### src/rtl/spoe_pkg.sv
package spoe_pkg;

  // Command field of an input word
  typedef enum logic {
    CMD_ALLOC   = 1'b0,
    CMD_RELEASE = 1'b1
  } spoe_cmd_t;

  // Status field of a result word
  typedef enum logic [1:0] {
    STAT_GRANT   = 2'd0,
    STAT_EVICT   = 2'd1,
    STAT_RELEASE = 2'd2,
    STAT_IGNORE  = 2'd3
  } spoe_status_t;

  // Sequencer states, one-hot
  typedef enum logic [2:0] {
    S_IDLE  = 3'b001,
    S_SCAN  = 3'b010,
    S_APPLY = 3'b100
  } spoe_state_t;

  // Update command broadcast to every age cell
  typedef struct packed {
    logic apply;   // update the list this cycle
    logic append;  // 1: write new tag at pos, 0: shift toward head from pos on
  } spoe_cell_ctrl_t;

  localparam int unsigned GROUP_SIZE = 16;

endpackage

### src/rtl/slot_pool_oldest_eviction_core.sv
// Slot pool with oldest-first eviction.
// Input channel (in_valid/in_ready): one word per command. in_command
// allocates a slot (lowest free one) or releases in_slot_index.
// Result channel (out_valid/out_ready): exactly one word per command with
// out_status (granted, evicted and granted, released, release ignored) and
// out_granted_slot (low 4 bits of the slot number).
// Timing: an accepted word is scanned in the next cycle, and its result is
// registered when its apply state completes, which raises out_valid.
// Each word has a scan step (free-slot search and list match) and an apply
// step that updates the age cells; a new word is taken as that apply ends.
// The age list is a row of cells, oldest in cell 0; on a removal the cells
// from its position on shift from their younger neighbors in the same cycle.
// When the receiver stalls, the result word holds in the output register;
// the next word is still accepted and scanned, and waits in its apply cycle
// until the output register frees up.
// Reset (synchronous, rst_n low) empties the list and frees every slot;
// no clearing pass is needed, the block is ready right after reset.
module slot_pool_oldest_eviction_core #(
  parameter int unsigned SLOTS = 16
) (
  input  logic       clk,
  input  logic       rst_n,
  input  logic       in_valid,
  output logic       in_ready,
  input  logic       in_command,
  input  logic [3:0] in_slot_index,
  output logic       out_valid,
  input  logic       out_ready,
  output logic [1:0] out_status,
  output logic [3:0] out_granted_slot
);
  import spoe_pkg::*;

  localparam int unsigned SW = $clog2(SLOTS);
  localparam int unsigned TW = $clog2(SLOTS + 1);
  localparam int unsigned XW = (SW > 4) ? SW : 4;

  // sequencer
  spoe_state_t state_r, state_nxt;
  logic        apply_go;

  // accepted word
  logic       cmd_r;
  logic [3:0] idx_r;
  logic [XW-1:0] idx_x;

  // scan results
  logic [SLOTS-1:0] match;
  logic [SW-1:0]    mpos;
  logic [SW-1:0]    mpos_r;
  logic             rel_ok_r;

  // pool state
  logic [SLOTS-1:0] busy_r, busy_nxt;
  logic [TW-1:0]    len_r, len_nxt;
  logic [TW-1:0]    tags [SLOTS];

  // free-slot finder
  logic          free_found;
  logic [SW-1:0] free_slot;

  // apply decisions
  spoe_cell_ctrl_t ctrl;
  logic [TW-1:0]   cell_pos;
  logic [TW-1:0]   new_tag;
  logic [TW-1:0]   tail_tag;
  logic [TW-1:0]   probe;
  logic [SW-1:0]   head_slot;
  logic [SW-1:0]   sel_slot;
  logic [XW-1:0]   sel_slot_x;
  spoe_status_t    status;

  // output register
  logic       out_valid_r, out_valid_nxt;
  logic [1:0] out_status_r;
  logic [3:0] out_slot_r;

  assign apply_go = (state_r == S_APPLY) && (!out_valid_r || out_ready);
  assign in_ready = (state_r == S_IDLE) || apply_go;

  always_comb begin
    state_nxt = state_r;
    unique case (state_r)
      S_IDLE:  if (in_valid) state_nxt = S_SCAN;
      S_SCAN:  state_nxt = S_APPLY;
      S_APPLY: if (apply_go) state_nxt = in_valid ? S_SCAN : S_IDLE;
      default: state_nxt = S_IDLE;
    endcase
  end

  // latch the word on accept
  always_ff @(posedge clk) begin
    if (in_valid && in_ready) begin
      cmd_r <= in_command;
      idx_r <= in_slot_index;
    end
  end

  assign idx_x = XW'(idx_r);
  assign probe = TW'(idx_x) + TW'(1);

  // encode the matching cell position (at most one cell matches)
  always_comb begin
    mpos = '0;
    for (int k = 0; k < SLOTS; k++) begin
      if (match[k]) mpos = mpos | SW'(k);
    end
  end

  // hold scan results for the apply cycle
  always_ff @(posedge clk) begin
    if (state_r == S_SCAN) begin
      mpos_r   <= mpos;
      rel_ok_r <= (int'(idx_r) < SLOTS) && (|match);
    end
  end

  spoe_free_finder #(
    .SLOTS(SLOTS)
  ) u_free (
    .clk   (clk),
    .busy  (busy_r),
    .load  (state_r == S_SCAN),
    .found (free_found),
    .slot  (free_slot)
  );

  // oldest entry; an empty head falls back to slot 0
  assign head_slot = (tags[0] == '0) ? '0 : SW'(tags[0] - TW'(1));

  always_comb begin
    ctrl.apply  = 1'b0;
    ctrl.append = 1'b0;
    cell_pos    = '0;
    sel_slot    = '0;
    status      = STAT_IGNORE;
    busy_nxt    = busy_r;
    len_nxt     = len_r;
    if (cmd_r == CMD_ALLOC) begin
      if (free_found) begin
        // grant lowest free slot, append as newest
        ctrl.apply  = apply_go;
        ctrl.append = 1'b1;
        cell_pos    = len_r;
        sel_slot    = free_slot;
        status      = STAT_GRANT;
        if (apply_go) begin
          busy_nxt[free_slot] = 1'b1;
          len_nxt             = len_r + TW'(1);
        end
      end else begin
        // pool full: rotate the oldest to the tail
        ctrl.apply = apply_go;
        sel_slot   = head_slot;
        status     = STAT_EVICT;
        if (apply_go) busy_nxt[head_slot] = 1'b1;
      end
    end else if (rel_ok_r) begin
      // drop the entry and close the gap
      ctrl.apply = apply_go;
      cell_pos   = TW'(mpos_r);
      sel_slot   = idx_x[SW-1:0];
      status     = STAT_RELEASE;
      if (apply_go) begin
        busy_nxt[idx_x[SW-1:0]] = 1'b0;
        len_nxt                 = len_r - TW'(1);
      end
    end
  end

  assign new_tag    = TW'(sel_slot) + TW'(1);
  assign tail_tag   = (status == STAT_EVICT) ? new_tag : '0;
  assign sel_slot_x = XW'(sel_slot);

  // age list: cell 0 is the oldest, each cell feeds from its younger neighbor
  for (genvar k = 0; k < SLOTS; k++) begin : g_cell
    logic [TW-1:0] nb_tag;
    if (k == SLOTS - 1) begin : g_tail
      assign nb_tag = tail_tag;
    end else begin : g_mid
      assign nb_tag = tags[k+1];
    end
    spoe_age_cell #(
      .IDX(k),
      .TW (TW)
    ) u_cell (
      .clk      (clk),
      .rst_n    (rst_n),
      .ctrl     (ctrl),
      .pos      (cell_pos),
      .new_tag  (new_tag),
      .next_tag (nb_tag),
      .probe    (probe),
      .tag      (tags[k]),
      .match    (match[k])
    );
  end

  always_comb begin
    out_valid_nxt = out_valid_r;
    if (apply_go)       out_valid_nxt = 1'b1;
    else if (out_ready) out_valid_nxt = 1'b0;
  end

  always_ff @(posedge clk) begin
    if (!rst_n) begin
      state_r     <= S_IDLE;
      busy_r      <= '0;
      len_r       <= '0;
      out_valid_r <= 1'b0;
    end else begin
      state_r     <= state_nxt;
      busy_r      <= busy_nxt;
      len_r       <= len_nxt;
      out_valid_r <= out_valid_nxt;
    end
  end

  always_ff @(posedge clk) begin
    if (apply_go) begin
      out_status_r <= status;
      out_slot_r   <= (status == STAT_IGNORE) ? idx_r : sel_slot_x[3:0];
    end
  end

  assign out_valid        = out_valid_r;
  assign out_status       = out_status_r;
  assign out_granted_slot = out_slot_r;

`ifndef NO_ASSERTIONS
  // fill count tracks the busy set
  a_len_busy: assert property (@(posedge clk) disable iff (!rst_n)
    $countones(busy_r) == int'(len_r))
    else $error("fill count differs from busy slot count");

  // eviction only with every slot taken
  a_evict_full: assert property (@(posedge clk) disable iff (!rst_n)
    apply_go && (status == STAT_EVICT) |-> int'(len_r) == SLOTS)
    else $error("eviction with free slots left");

  // empty head means empty list
  a_head_packed: assert property (@(posedge clk) disable iff (!rst_n)
    (tags[0] == '0) |-> (len_r == '0))
    else $error("age list not packed");

  // a scan is always followed by its apply cycle
  a_scan_apply: assert property (@(posedge clk) disable iff (!rst_n)
    (state_r == S_SCAN) |=> (state_r == S_APPLY))
    else $error("scan not followed by apply");
`endif

endmodule

### src/rtl/spoe_age_cell.sv
module spoe_age_cell #(
  parameter int unsigned IDX = 0,
  parameter int unsigned TW  = 5
) (
  input  logic                      clk,
  input  logic                      rst_n,
  input  spoe_pkg::spoe_cell_ctrl_t ctrl,
  input  logic [TW-1:0]             pos,
  input  logic [TW-1:0]             new_tag,
  input  logic [TW-1:0]             next_tag,
  input  logic [TW-1:0]             probe,
  output logic [TW-1:0]             tag,
  output logic                      match
);
  import spoe_pkg::*;

  localparam logic [TW-1:0] MY_POS = TW'(IDX);

  logic [TW-1:0] tag_r;
  logic [TW-1:0] tag_nxt;

  always_comb begin
    tag_nxt = tag_r;
    if (ctrl.apply) begin
      if (ctrl.append) begin
        if (MY_POS == pos) tag_nxt = new_tag;
      end else if (MY_POS >= pos) begin
        // take the younger neighbor's entry to close the gap
        tag_nxt = next_tag;
      end
    end
  end

  always_ff @(posedge clk) begin
    if (!rst_n) begin
      tag_r <= '0;
    end else begin
      tag_r <= tag_nxt;
    end
  end

  assign tag   = tag_r;
  assign match = (tag_r == probe) && (tag_r != '0);

endmodule

### src/rtl/spoe_free_finder.sv
module spoe_free_finder #(
  parameter int unsigned SLOTS = 16
) (
  input  logic                       clk,
  input  logic [SLOTS-1:0]           busy,
  input  logic                       load,
  output logic                       found,
  output logic [$clog2(SLOTS)-1:0]   slot
);
  import spoe_pkg::*;

  localparam int unsigned SW = $clog2(SLOTS);
  localparam int unsigned NG = (SLOTS + GROUP_SIZE - 1) / GROUP_SIZE;
  localparam int unsigned GW = (NG > 1) ? $clog2(NG) : 1;
  localparam int unsigned OW = $clog2(GROUP_SIZE);

  logic [NG*GROUP_SIZE-1:0] busy_pad;
  logic [NG-1:0]            gfree;
  logic [OW-1:0]            goff [NG];
  logic [NG-1:0]            gfree_r;
  logic [OW-1:0]            goff_r [NG];
  logic [GW-1:0]            grp;
  logic [OW-1:0]            off;

  // pad missing slots as busy
  for (genvar i = 0; i < NG * GROUP_SIZE; i++) begin : g_pad
    if (i < SLOTS) begin : g_real
      assign busy_pad[i] = busy[i];
    end else begin : g_fill
      assign busy_pad[i] = 1'b1;
    end
  end

  // first level: lowest free slot inside each group
  always_comb begin
    for (int g = 0; g < NG; g++) begin
      gfree[g] = ~&busy_pad[g*GROUP_SIZE +: GROUP_SIZE];
      goff[g]  = '0;
      for (int j = GROUP_SIZE - 1; j >= 0; j--) begin
        if (!busy_pad[g*GROUP_SIZE + j]) goff[g] = OW'(j);
      end
    end
  end

  always_ff @(posedge clk) begin
    if (load) begin
      gfree_r <= gfree;
      for (int g = 0; g < NG; g++) goff_r[g] <= goff[g];
    end
  end

  // second level: lowest group with a free slot
  always_comb begin
    grp = '0;
    off = '0;
    for (int g = NG - 1; g >= 0; g--) begin
      if (gfree_r[g]) begin
        grp = GW'(g);
        off = goff_r[g];
      end
    end
  end

  assign found = |gfree_r;
  assign slot  = SW'({grp, off});

endmodule
### config.mk
export PLATFORM = sky130hd
export DESIGN_NAME = slot_pool_oldest_eviction_core
export DESIGN_NICKNAME = d
export VERILOG_FILES = /design/src/rtl/spoe_pkg.sv /design/src/rtl/slot_pool_oldest_eviction_core.sv /design/src/rtl/spoe_age_cell.sv /design/src/rtl/spoe_free_finder.sv
export SDC_FILE = /design/constraint.sdc
export NUM_CORES = 1
export LEC_CHECK = 0
export BUFFER_PORTS_ARGS = -buffer_cell sky130_fd_sc_hd__buf_2
export CORE_MARGIN = 4
export CORE_UTILIZATION = 25
export CTS_BUF_LIST = sky130_fd_sc_hd__clkbuf_8
export CTS_CLUSTER_DIAMETER = 120
export DETAILED_ROUTE_END_ITERATION = 12
export GPL_ROUTABILITY_DRIVEN = 0
export PLACE_DENSITY = 0.36
export SYNTH_ARGS = -nofsm -noshare
export SYNTH_HDL_FRONTEND = slang
export SYNTH_HIERARCHICAL = 1
export SYNTH_SLANG_ARGS = --single-unit
### constraint.sdc
create_clock -name clk -period 5.3 [get_ports clk]
set_clock_uncertainty 0.15 [all_clocks]
set_input_delay 0.795 -clock clk [delete_from_list [all_inputs] [get_ports clk]]
set_output_delay 0.795 -clock clk [all_outputs]
set_load 0.02 [all_outputs]
* Word level (Yosys, flattened, before mapping)
Memories as Yosys holds them, arrays and structs flattened. Cells that the tools add are included.
Word-level totals: flip-flop bits (word level) 122, RAM bits 4, input port bits 9, output and inout bits 8, word-level logic and storage cells 319, memories 1
Memory list:
- u_free.goff_r | words 1, bits a word 4, rd ports 1, clocked after Yosys merged registers in 0, wr ports 1, RTL line spoe_free_finder.sv:21 | logic [OW-1:0] goff_r [NG];
Cells by class: add/sub/neg operators 5, magnitude comparators 22, equal/unequal tests 55, muxes and demuxes 117, bitwise gates (word level) 4, reduce and logical (&&, ||, !) cells 85
Operators by type and width (number):
- $mux W5 | 56
- $mux W16 | 6
- $mux W4 | 23
- $eq A5 B5 Y1 | 16
- $reduce_bool A5 Y1 | 16
- $reduce_and A3 Y1 | 17
- $eq A4 B5 Y1 const A | 8
- $ge A4 B5 Y1 const A | 8
- $reduce_bool A2 Y1 | 18
- $ne A2 B1 Y1 const B | 17
- $or A16 B16 Y16 | 2
- $logic_and A1 B1 Y1 | 21
- $eq A3 B5 Y1 const A | 4
- $ge A3 B5 Y1 const A | 4
- $mux W3 | 6
- $and A16 B16 Y16 | 1
- $mux W1 | 16
- $not A16 Y16 | 1
- $reduce_and A16 Y1 | 1
- $reduce_or A16 Y1 | 1
- $lt A4 B5 Y1 const B | 3
- $demux W1 S4 | 3
- $ge A4 B1 Y1 const B | 3
- $mux W2 | 6
- other kinds (22) | 31

* Longest topological paths before layout
Gate-level depths: netlist (run 1).
depth after elaboration 16, depth in mapped cells 12, depth with buffers taken out 11

* Cells and area by module
Netlist (run 1), hierarchy kept.
By module, submodules not included:
- slot_pool_oldest_eviction_core | times used 1, cells an instance 295, area each 2627.5 um^2, sequential area each 980.9 um^2
- spoe_age_cell at g_cell[7].u_cell ... | times used 2, cells an instance 40, area each 339.1 um^2, sequential area each 100.1 um^2
- spoe_age_cell at g_cell[15].u_cell | times used 1, cells an instance 45, area each 395.4 um^2, sequential area each 100.1 um^2
- spoe_age_cell at g_cell[6].u_cell | times used 1, cells an instance 35, area each 372.9 um^2, sequential area each 100.1 um^2
- spoe_age_cell at g_cell[13].u_cell | times used 1, cells an instance 41, area each 364.1 um^2, sequential area each 100.1 um^2
- spoe_age_cell at g_cell[10].u_cell | times used 1, cells an instance 41, area each 362.8 um^2, sequential area each 100.1 um^2
- spoe_age_cell at g_cell[14].u_cell | times used 1, cells an instance 40, area each 362.8 um^2, sequential area each 100.1 um^2
- spoe_age_cell at g_cell[5].u_cell | times used 1, cells an instance 39, area each 356.6 um^2, sequential area each 100.1 um^2
- spoe_free_finder | times used 1, cells an instance 41, area each 341.6 um^2, sequential area each 150.1 um^2
- spoe_age_cell at g_cell[1].u_cell | times used 1, cells an instance 38, area each 339.1 um^2, sequential area each 100.1 um^2
- spoe_age_cell at g_cell[12].u_cell | times used 1, cells an instance 40, area each 337.8 um^2, sequential area each 100.1 um^2
- spoe_age_cell at g_cell[2].u_cell | times used 1, cells an instance 33, area each 335.3 um^2, sequential area each 100.1 um^2
- spoe_age_cell at g_cell[8].u_cell | times used 1, cells an instance 39, area each 335.3 um^2, sequential area each 100.1 um^2
- spoe_age_cell at g_cell[3].u_cell | times used 1, cells an instance 34, area each 329.1 um^2, sequential area each 100.1 um^2
- +3 rows

* Worst setup path before layout (run 1)
Ideal clock, no wire load.
kind reg2reg, from register cmd_r, to register g_cell[13].u_cell.tag_r[0], library setup time 118 ps, arrival time 3521 ps, data required time 5032 ps, setup slack 1511 ps, cell stages (with the launch flop) 9, buffers on the path 3, clock period less this slack 3789 ps, path through edfxtp_1 -> buf_2 -> nor2b_1 -> clkbuf_1 -> a22o_1 -> nand3_1 -> a2111o_1 -> buf_6 -> mux2i_1
RTL lines:
- from (decl) | RTL line slot_pool_oldest_eviction_core.sv:43 | logic cmd_r;
- from (signal assigned) | RTL line slot_pool_oldest_eviction_core.sv:94 | cmd_r <= in_command;
- to (signal assigned) | RTL line spoe_age_cell.sv:38 | tag_r <= tag_nxt;
- to (decl) | RTL line spoe_age_cell.sv:19 | logic [TW-1:0] tag_r;

* Worst setup path after layout (run 1)
from register u_free.gfree_r (netlist: u_free/found), to register g_cell[7].u_cell.tag_r[3]
On the way: elaborated cells between the ends (all ways) 15, classes of those cells add/sub (1); order compare (1); eq/ne (2); mux (9); reduce/logical (2)
RTL lines:
- from (decl) | RTL line spoe_free_finder.sv:20 | logic [NG-1:0] gfree_r;
- from (signal assigned) | RTL line spoe_free_finder.sv:47 | gfree_r <= gfree;
- $mux W5 (*) | RTL line slot_pool_oldest_eviction_core.sv:140 | if (free_found) begin
- $mux W5 (*) | RTL line slot_pool_oldest_eviction_core.sv:139 | if (cmd_r == CMD_ALLOC) begin
- net cell_pos[1] | RTL line slot_pool_oldest_eviction_core.sv:64 | logic [TW-1:0] cell_pos;
- $ge A3 B5 Y1 / $eq A3 B5 Y1 (equally long branches) | RTL line spoe_age_cell.sv:27, spoe_age_cell.sv:26
- $reduce_bool A2 Y1 (no source line) / $ne A2 B1 Y1 (equally long branches)
- $reduce_and A3 Y1 (no source line) (*)
- to (signal assigned) | RTL line spoe_age_cell.sv:38
- to (decl) | RTL line spoe_age_cell.sv:19
Mark *: on every way through the listed nets, which the timed path passes. The rest lies on a longest branch. The select of a mux whose other input is x is not followed. A chain may end at the register's enable or synchronous reset.

==> results.tsv, run 1 <==
stage	metric	value	unit
outcome	outcome	finished clean	
route	drt-wirelength-per-cell	18.9	um
yosys	synth_area_per_cell	8.92	um2
pwr	vdd_ir_drop_max	137	uV
pwr	p_per_area	232	nW/um2
worst_setup_path	r2r_setup_slack	1.66	ns
layout	finalNetCount	983	
placed_design	post_dp_cell_area	9090	um2
sta	hold_viol	0	
route	firstDrtPassIters	5	
pwr	pwr-share-seq	0.447	
yosys	ys_ff_latch	126	
route	routed_wirelength	26.9	mm
floorplan	ios	17	
yosys	seq_area_frac_synth	0.321	
yosys	ys_warn_count	6	
sta	tns	0	ns
global_route	antenna_found_initial	0	
worst_setup_path	crit_path_start	u_free/found	
global_route	grt_overflow	0	
worst_setup_path	cp-start-kind	register	
sta	worst_pin_slew	1.04	ns
sta	setup_viol	0	
clocking	ctsResizeCount	0	
layout	syn_to_final_growth	12.3	%
clocking	clkTransAtPathRegs	0.08	ns
worst_setup_path	r2r_end	g_cell[7].u_cell/tag[3]	
worst_setup_path	rr_worst_depth	5	
clocking	cts_sinks	126	
worst_setup_path	path_class	register to register	
sta	drv_slew	0	
job	maxCapViolations	0	
pwr	combPwrFrac	0.102	
layout	n_antenna_cell	0	
pwr	clkPwrFrac	0.451	
worst_setup_path	required	5.49	ns
worst_setup_path	path_max_fanout	29	
clocking	cts_tree	yes	
global_route	grt_start_max_net_pins	84	
worst_setup_path	cp.arrival	3.82	ns
yosys	synthDistinctLibCells	90	
route	ant_nets	0	
sta	maxSlewHeadroom	0.300	
layout	drive_gt1_frac	0.124	
route	detailroute.via_count	7227	
worst_setup_path	cp-endpoint	g_cell[7].u_cell/tag[3]	
placed_design	dp_hpwl	18.0	mm
route	viasPerCell	5.08	
clocking	clk_latency	0.46	ns
yosys	synthFlopType	dfxtp_1	
floorplan	start_util	0.254	
floorplan	die_area	37100	um2
pwr	p_int	1.65	mW
pwr	p_sw_frac	0.255	
pwr	power.switching	566	uW
global_route	grt_pass1_wl	42.6	mm
sta	rsz0062_at_grt	no	
clocking	htreeDepth	4	
yosys	synth_edf_count	21	
worst_setup_path	regToRegStartpoint	u_free/found	
yosys	synthArstFlopShare	0	
clocking	postCtsHoldBufs	0	
placed_design	io_buffers	16	
layout	postLayoutCellArea	9550	um2
sta	post-route-period-util	0.686	
global_route	first_global_vias	6998	
route	drc	0	
yosys	netlist_instances	954	
clocking	cts_setup_buffers	0	
placed_design	place_inst	1391	
floorplan	core_area	33500	um2
min_path	hp-class	register to register	
floorplan	fp.dieW	192	um
floorplan	rows	67	
worst_setup_path	end_kind	register	
sta	period_minus_slack	3.64	ns
pwr	leakagePower	3.15	nW
yosys	syn_area	8510	um2
clocking	cts_made_buffers	17	
global_route	grt_use_total	0.148	
route	drt_iter0_drc	441	
layout	final_cell_count_no_fill	1422	
sta	timing.fmax	275	MHz
clocking	clk_path_buf_depth	2	
yosys	syn-num-nets	975	
layout	fillers	3609	
floorplan	chipHeight	192	um
clocking	root_buffer	clkbuf_8	
-- logic make-up (layout without fill, tap and decap cells) --
family	Yosys count	in the layout	synth area share
compound gates	233	233	0.209
simple gates	344	344	0.231
fa+ha+maj	12	12	0.0185
flops	126	126	0.321
mux	80	80	0.0992
buf+inv	89	109	0.0490
xor+xnor	70	70	0.0720
-- registers in the layout, indices dropped and copies added, names as in the netlist --
name               count
busy_r                16
cmd_r                  1
g_cell.u_cell/tag     80
idx_r                  4
len_r                  5
mpos_r                 4
out_granted_slot       4
out_status             2
out_valid              1
rel_ok_r               1
state_r                3
u_free/found           1
u_free/goff_r          4
-- layout make-up --
type / count / area [um2] / share of cell area
Multi-Input combinational cell: 739 / 5390 / 0.564
Timing Repair Buffer: 37 / 240 / 0.0251
Inverter: 41 / 166 / 0.0174
Clock buffer: 24 / 330 / 0.0346
Sequential cell: 126 / 2730 / 0.286
Tap cell: 448 / 561 / 0.0587
Clock inverter: 7 / 133 / 0.0139
-- worst min-delay path by stage --
stage / end / cells past startpoint / startpoint / slack [ns]
floorplan: len_r[4] / 2 / len_r[4] / 0.30
global placement: len_r[4] / 2 / len_r[4] / 0.32
detailed placement: len_r[4] / 2 / len_r[4] / 0.33
CTS: idx_r[2] / 1 / in_slot_index[2] / 0.32
global route: idx_r[2] / 1 / in_slot_index[2] / 0.32
finish: len_r[4] / 2 / len_r[4] / 0.35
-- per-stage QoR --
stage | utilization | hold slack [ns] | worst slack, ns | power, mW
4_1_cts | 0.285 | 0.318 | 1.62 | 2.26
2_1_floorplan | - | 0.296 | 1.51 | 1.16
5_1_grt | 0.285 | 0.321 | 1.37 | 2.31
6_report | 0.285 | 0.348 | 1.66 | 2.22
3_3_place_gp | 0.271 | 0.320 | 1.68 | 1.24
3_5_place_dp | 0.271 | 0.326 | 1.65 | 1.24
-- power by group through the flow --
stage / combinational (mW) / clock (mW) / sequential (mW)
after floorplan: 0.160 / 0 / 1.00
after global placement: 0.230 / 0 / 1.01
after detailed placement: 0.229 / 0 / 1.01
after CTS: 0.229 / 1.04 / 0.992
after global routing: 0.249 / 1.07 / 0.993
final: 0.226 / 1.00 / 0.991
-- cell usage after synthesis, types with 4 or more instances --
cell type  number  share of area
a211oi_1        7         0.0062
a211oi_2        5         0.0074
a21o_1          6         0.0053
a21oi_1        45          0.026
a221oi_1        4         0.0041
a22o_1          4         0.0041
a311oi_1       19          0.020
a31oi_1        29          0.021
and2_1         12         0.0088
and3_1          5         0.0037
buf_1           8         0.0035
buf_2          14         0.0082
buf_6           5         0.0066
clkbuf_1       19         0.0084
dfxtp_1       105           0.25
edfxtp_1       21          0.074
ha_1           11          0.016
inv_1          38          0.017
mux2_1          5         0.0066
mux2_2         10          0.013
mux2i_1        63          0.074
nand2_1       100          0.044
nand2b_1       27          0.020
nand3_1        22          0.013
nand4_1        32          0.024
nor2_1         50          0.022
nor2b_1        21          0.015
nor3_1          9         0.0053
nor4_1         19          0.014
o2111a_1        4         0.0053
o211ai_1       24          0.021
o21ai_0        10         0.0059
o21ai_1        12         0.0071
o221a_1        15          0.020
o311a_1         4         0.0047
o41ai_1        16          0.016
or2_1           5         0.0037
xnor2_1        68          0.070
-- critical path, stage by stage (launching register included) --
cell and delay [ns]:
edfxtp_1 0.66, nor2b_4 0.85, a22o_1 0.95, nand3_1 0.14, a2111o_1 0.58, mux2i_1 0.16
-- layout by cell type, fill, tap and decap left out, types with 9 or more instances in the layout --
| cell | netlist | routed |
|---|---|---|
| a31oi_1 | 29 | 29 |
| o41ai_1 | 16 | 16 |
| a21oi_1 | 45 | 45 |
| inv_1 | 38 | 40 |
| o21ai_1 | 12 | 12 |
| mux2i_1 | 63 | 63 |
| dfxtp_1 | 105 | 105 |
| mux2_2 | 10 | 10 |
| nor2_1 | 50 | 50 |
| edfxtp_1 | 21 | 21 |
| o221a_1 | 15 | 15 |
| buf_2 | 14 | 15 |
| xnor2_1 | 68 | 67 |
| ha_1 | 11 | 11 |
| o21ai_0 | 10 | 10 |
| clkbuf_8 | 0 | 24 |
| nand3_1 | 22 | 22 |
| buf_4 | 1 | 22 |
| and2_1 | 12 | 12 |
| o211ai_1 | 24 | 24 |
| nor4_1 | 19 | 19 |
| a311oi_1 | 19 | 19 |
| nor3_1 | 9 | 9 |
| nand2b_1 | 27 | 27 |
| nand4_1 | 32 | 32 |
| nand2_1 | 100 | 100 |
| nor2b_1 | 21 | 20 |
-- per-layer routing --
layer | vias up | track usage | wire (um)
li1 | 3576 | - | -
met4 | 0 | 0.0329 | 248
met1 | 3535 | 0.212 | 13500
met5 | - | 0 | 0
met2 | 104 | 0.234 | 12400
met3 | 12 | 0.0237 | 688
No activity file was read; power rests on OpenSTA's default activity.
==> run 2, diff against run 1 <==
--- a/config.mk
+++ b/config.mk
@@ -12,7 +12,7 @@
 export CTS_CLUSTER_DIAMETER = 120
 export DETAILED_ROUTE_END_ITERATION = 12
 export GPL_ROUTABILITY_DRIVEN = 0
-export PLACE_DENSITY = 0.36
+export PLACE_DENSITY = 0.37
 export SYNTH_ARGS = -nofsm -noshare
 export SYNTH_HDL_FRONTEND = slang
 export SYNTH_HIERARCHICAL = 1
==> constraint.sdc (replaced) <==
create_clock -name clk -period 3.13 [get_ports clk]
set_clock_uncertainty 0.15 [all_clocks]
set_input_delay 0.4695 -clock clk [delete_from_list [all_inputs] [get_ports clk]]
set_output_delay 0.4695 -clock clk [all_outputs]
set_load 0.02 [all_outputs]
==> run 2 against run 1 <==
  * Global-route usage increased by 0.075 points
  * Clock power increased by 46%
  * Maximum frequency increased by 29%
  * Clock-buffer cell count decreased by 7
  * Critical path depth increased by 2
  * Non-clock buffer count increased by 35
  * Routed wire length decreased by 0.25%
  * Die area unchanged
  * Final area increased by 2.5%
==> results.tsv, run 2 (synthesized netlist as in run 1, its figures left out) <==
stage	metric	value	unit
outcome	outcome	finished clean	
floorplan	start_util	0.254	
worst_setup_path	rr_worst_depth	7	
floorplan	rows	67	
worst_setup_path	crit_chain	and2_1, a22o_2, buf_4, a21boi_1, nor4bb_1, buf_4, mux2i_1	
pwr	p_per_area	363	nW/um2
sta	hold_viol	0	
placed_design	io_buffers	16	
worst_setup_path	end_kind	register	
worst_setup_path	crit_top_cell	buf_4	
sta	rsz0062_at_grt	no	
min_path	hold_end	cmd_r	
worst_setup_path	path_class	register to register	
worst_setup_path	r2r_setup_slack	0.31	ns
worst_setup_path	critPathMaxStageDelay	0.60	ns
global_route	grt_start_max_net_pins	62	
placed_design	dp_hpwl	18.7	mm
global_route	use_met1	0.210	
job	maxCapViolations	0	
global_route	grt_pass1_wl	42.8	mm
layout	final_cell_mix	dfxtp_1 (105), nand2_1 (100), xnor2_1 (67)	
floorplan	core_area	33500	um2
sta	setup_viol	0	
clocking	cts_tree	yes	
min_path	hp-class	input port to register	
route	viasPerCell	4.98	
worst_setup_path	required	3.38	ns
clocking	root_buffer	clkbuf_8	
sta	post-route-period-util	0.900	
route	routed_wirelength	26.8	mm
sta	tns	0	ns
sta	drv_slew	0	
floorplan	die_area	37100	um2
clocking	cts_sinks	126	
worst_setup_path	r2r_end	g_cell[9].u_cell/tag[2]	
global_route	grt_overflow	0	
min_path	hold_path_depth	1	
worst_setup_path	cp.arrival	3.07	ns
worst_setup_path	regToRegStartpoint	cmd_r	
clocking	clkTransAtPathRegs	0.09	ns
placed_design	post_dp_cell_area	9380	um2
clocking	postCtsHoldBufs	2	
clocking	cts_made_buffers	17	
route	detailroute.via_count	7266	
worst_setup_path	cp-start-kind	register	
min_path	hp-start	in_command	
route	drt_iter0_drc	384	
layout	drive_gt1_frac	0.155	
pwr	leakagePower	3.29	nW
clocking	ctsResizeCount	0	
global_route	antenna_found_initial	0	
clocking	clk_latency	0.47	ns
sta	maxSlewHeadroom	0.457	
global_route	use_met2	0.236	
pwr	vdd_ir_drop_max	244	uV
floorplan	ios	17	
floorplan	fp.dieW	192	um
global_route	met3_usage	0.0248	
global_route	grt-busiest-layer	met2	
layout	finalNetCount	1018	
sta	fin_hold_ws	0.0437	ns
layout	n_antenna_cell	0	
sta	period_minus_slack	2.82	ns
route	ant_nets	0	
global_route	first_global_vias	7145	
sta	worst_pin_slew	0.809	ns
layout	postLayoutCellArea	9800	um2
layout	largest_reg_flops	80	
route	firstDrtPassIters	4	
clocking	cts_setup_buffers	0	
layout	syn_to_final_growth	15.1	%
route	drc	0	
clocking	htreeDepth	4	
route	drt-wirelength-per-cell	18.4	um
sta	timing.fmax	355	MHz
global_route	grt_use_total	0.148	
floorplan	chipHeight	192	um
worst_setup_path	cp_slowest_cell	edfxtp_1	
clocking	clk_path_buf_depth	2	
worst_setup_path	path_max_fanout	17	
layout	final_common_cell	dfxtp_1	
==> run 2: cell types whose count changed in the layout (fill, tap and decap cells not counted), sizes merged <==
cell	change
bufinv	-2
buf	+31
clkinvlp	+4
clkbuf	-7
clkinv	+6
dlygate4sd3	+4
==> run 2: final cells by class <==
type	instances	area (um2)
fill	3620	23700
tap	448	561
sequential	126	2730
clock inverter	15	146
inverter	41	166
multi-input combinational	739	5390
clock buffer	17	234
timing repair buffer	72	563
==> run 2: worst max path at each step <==
| stage | startpoint | end | cells after the start |
|---|---|---|---|
| 2_1_floorplan | cmd_r | g_cell[7].u_cell/tag[0] | 8 |
| 6_report | cmd_r | g_cell[9].u_cell/tag[2] | 7 |
| 5_1_grt | cmd_r | g_cell[9].u_cell/tag[3] | 7 |
| 4_1_cts | cmd_r | g_cell[9].u_cell/tag[2] | 7 |
| 3_3_place_gp | cmd_r | g_cell[9].u_cell/tag[2] | 7 |
| 3_5_place_dp | cmd_r | g_cell[9].u_cell/tag[2] | 7 |
==> run 2: worst max-delay path, delay by kind of cell (launching register included) <==
family          cells  cell delay [ns]
compound gates      2             0.55
buf+inv             2             0.48
flops               1             0.60
mux                 1             0.18
simple gates        2             0.78
==> run 2: layer usage <==
metal / vias to the layer above / share of wire / wire, um
met3: 19 / 0.021 / 558
met2: 79 / 0.46 / 12400
met1: 3506 / 0.50 / 13500
li1: 3662 / - / -
met5: - / 0 / 0
met4: 0 / 0.013 / 346
==> run 2: power by group <==
part	total [mW]	internal, mW	leakage (nW)	switching, mW
combinational	0.426	0.165	2.06	0.262
sequential	1.67	1.65	1.04	0.0157
clock	1.46	0.701	0.186	0.755
==> run 2: stage by stage <==
stage | std cells | util | setup WS [ns] | total power [mW]
global placement | 1422 | 0.280 | 0.351 | 2.14
floorplan | 954 | - | 0.0637 | 1.97
CTS | 1456 | 0.292 | 0.311 | 3.62
finish | 1458 | 0.292 | 0.312 | 3.55
global route | 1458 | 0.292 | 0.122 | 3.72
detailed placement | 1422 | 0.280 | 0.329 | 2.14
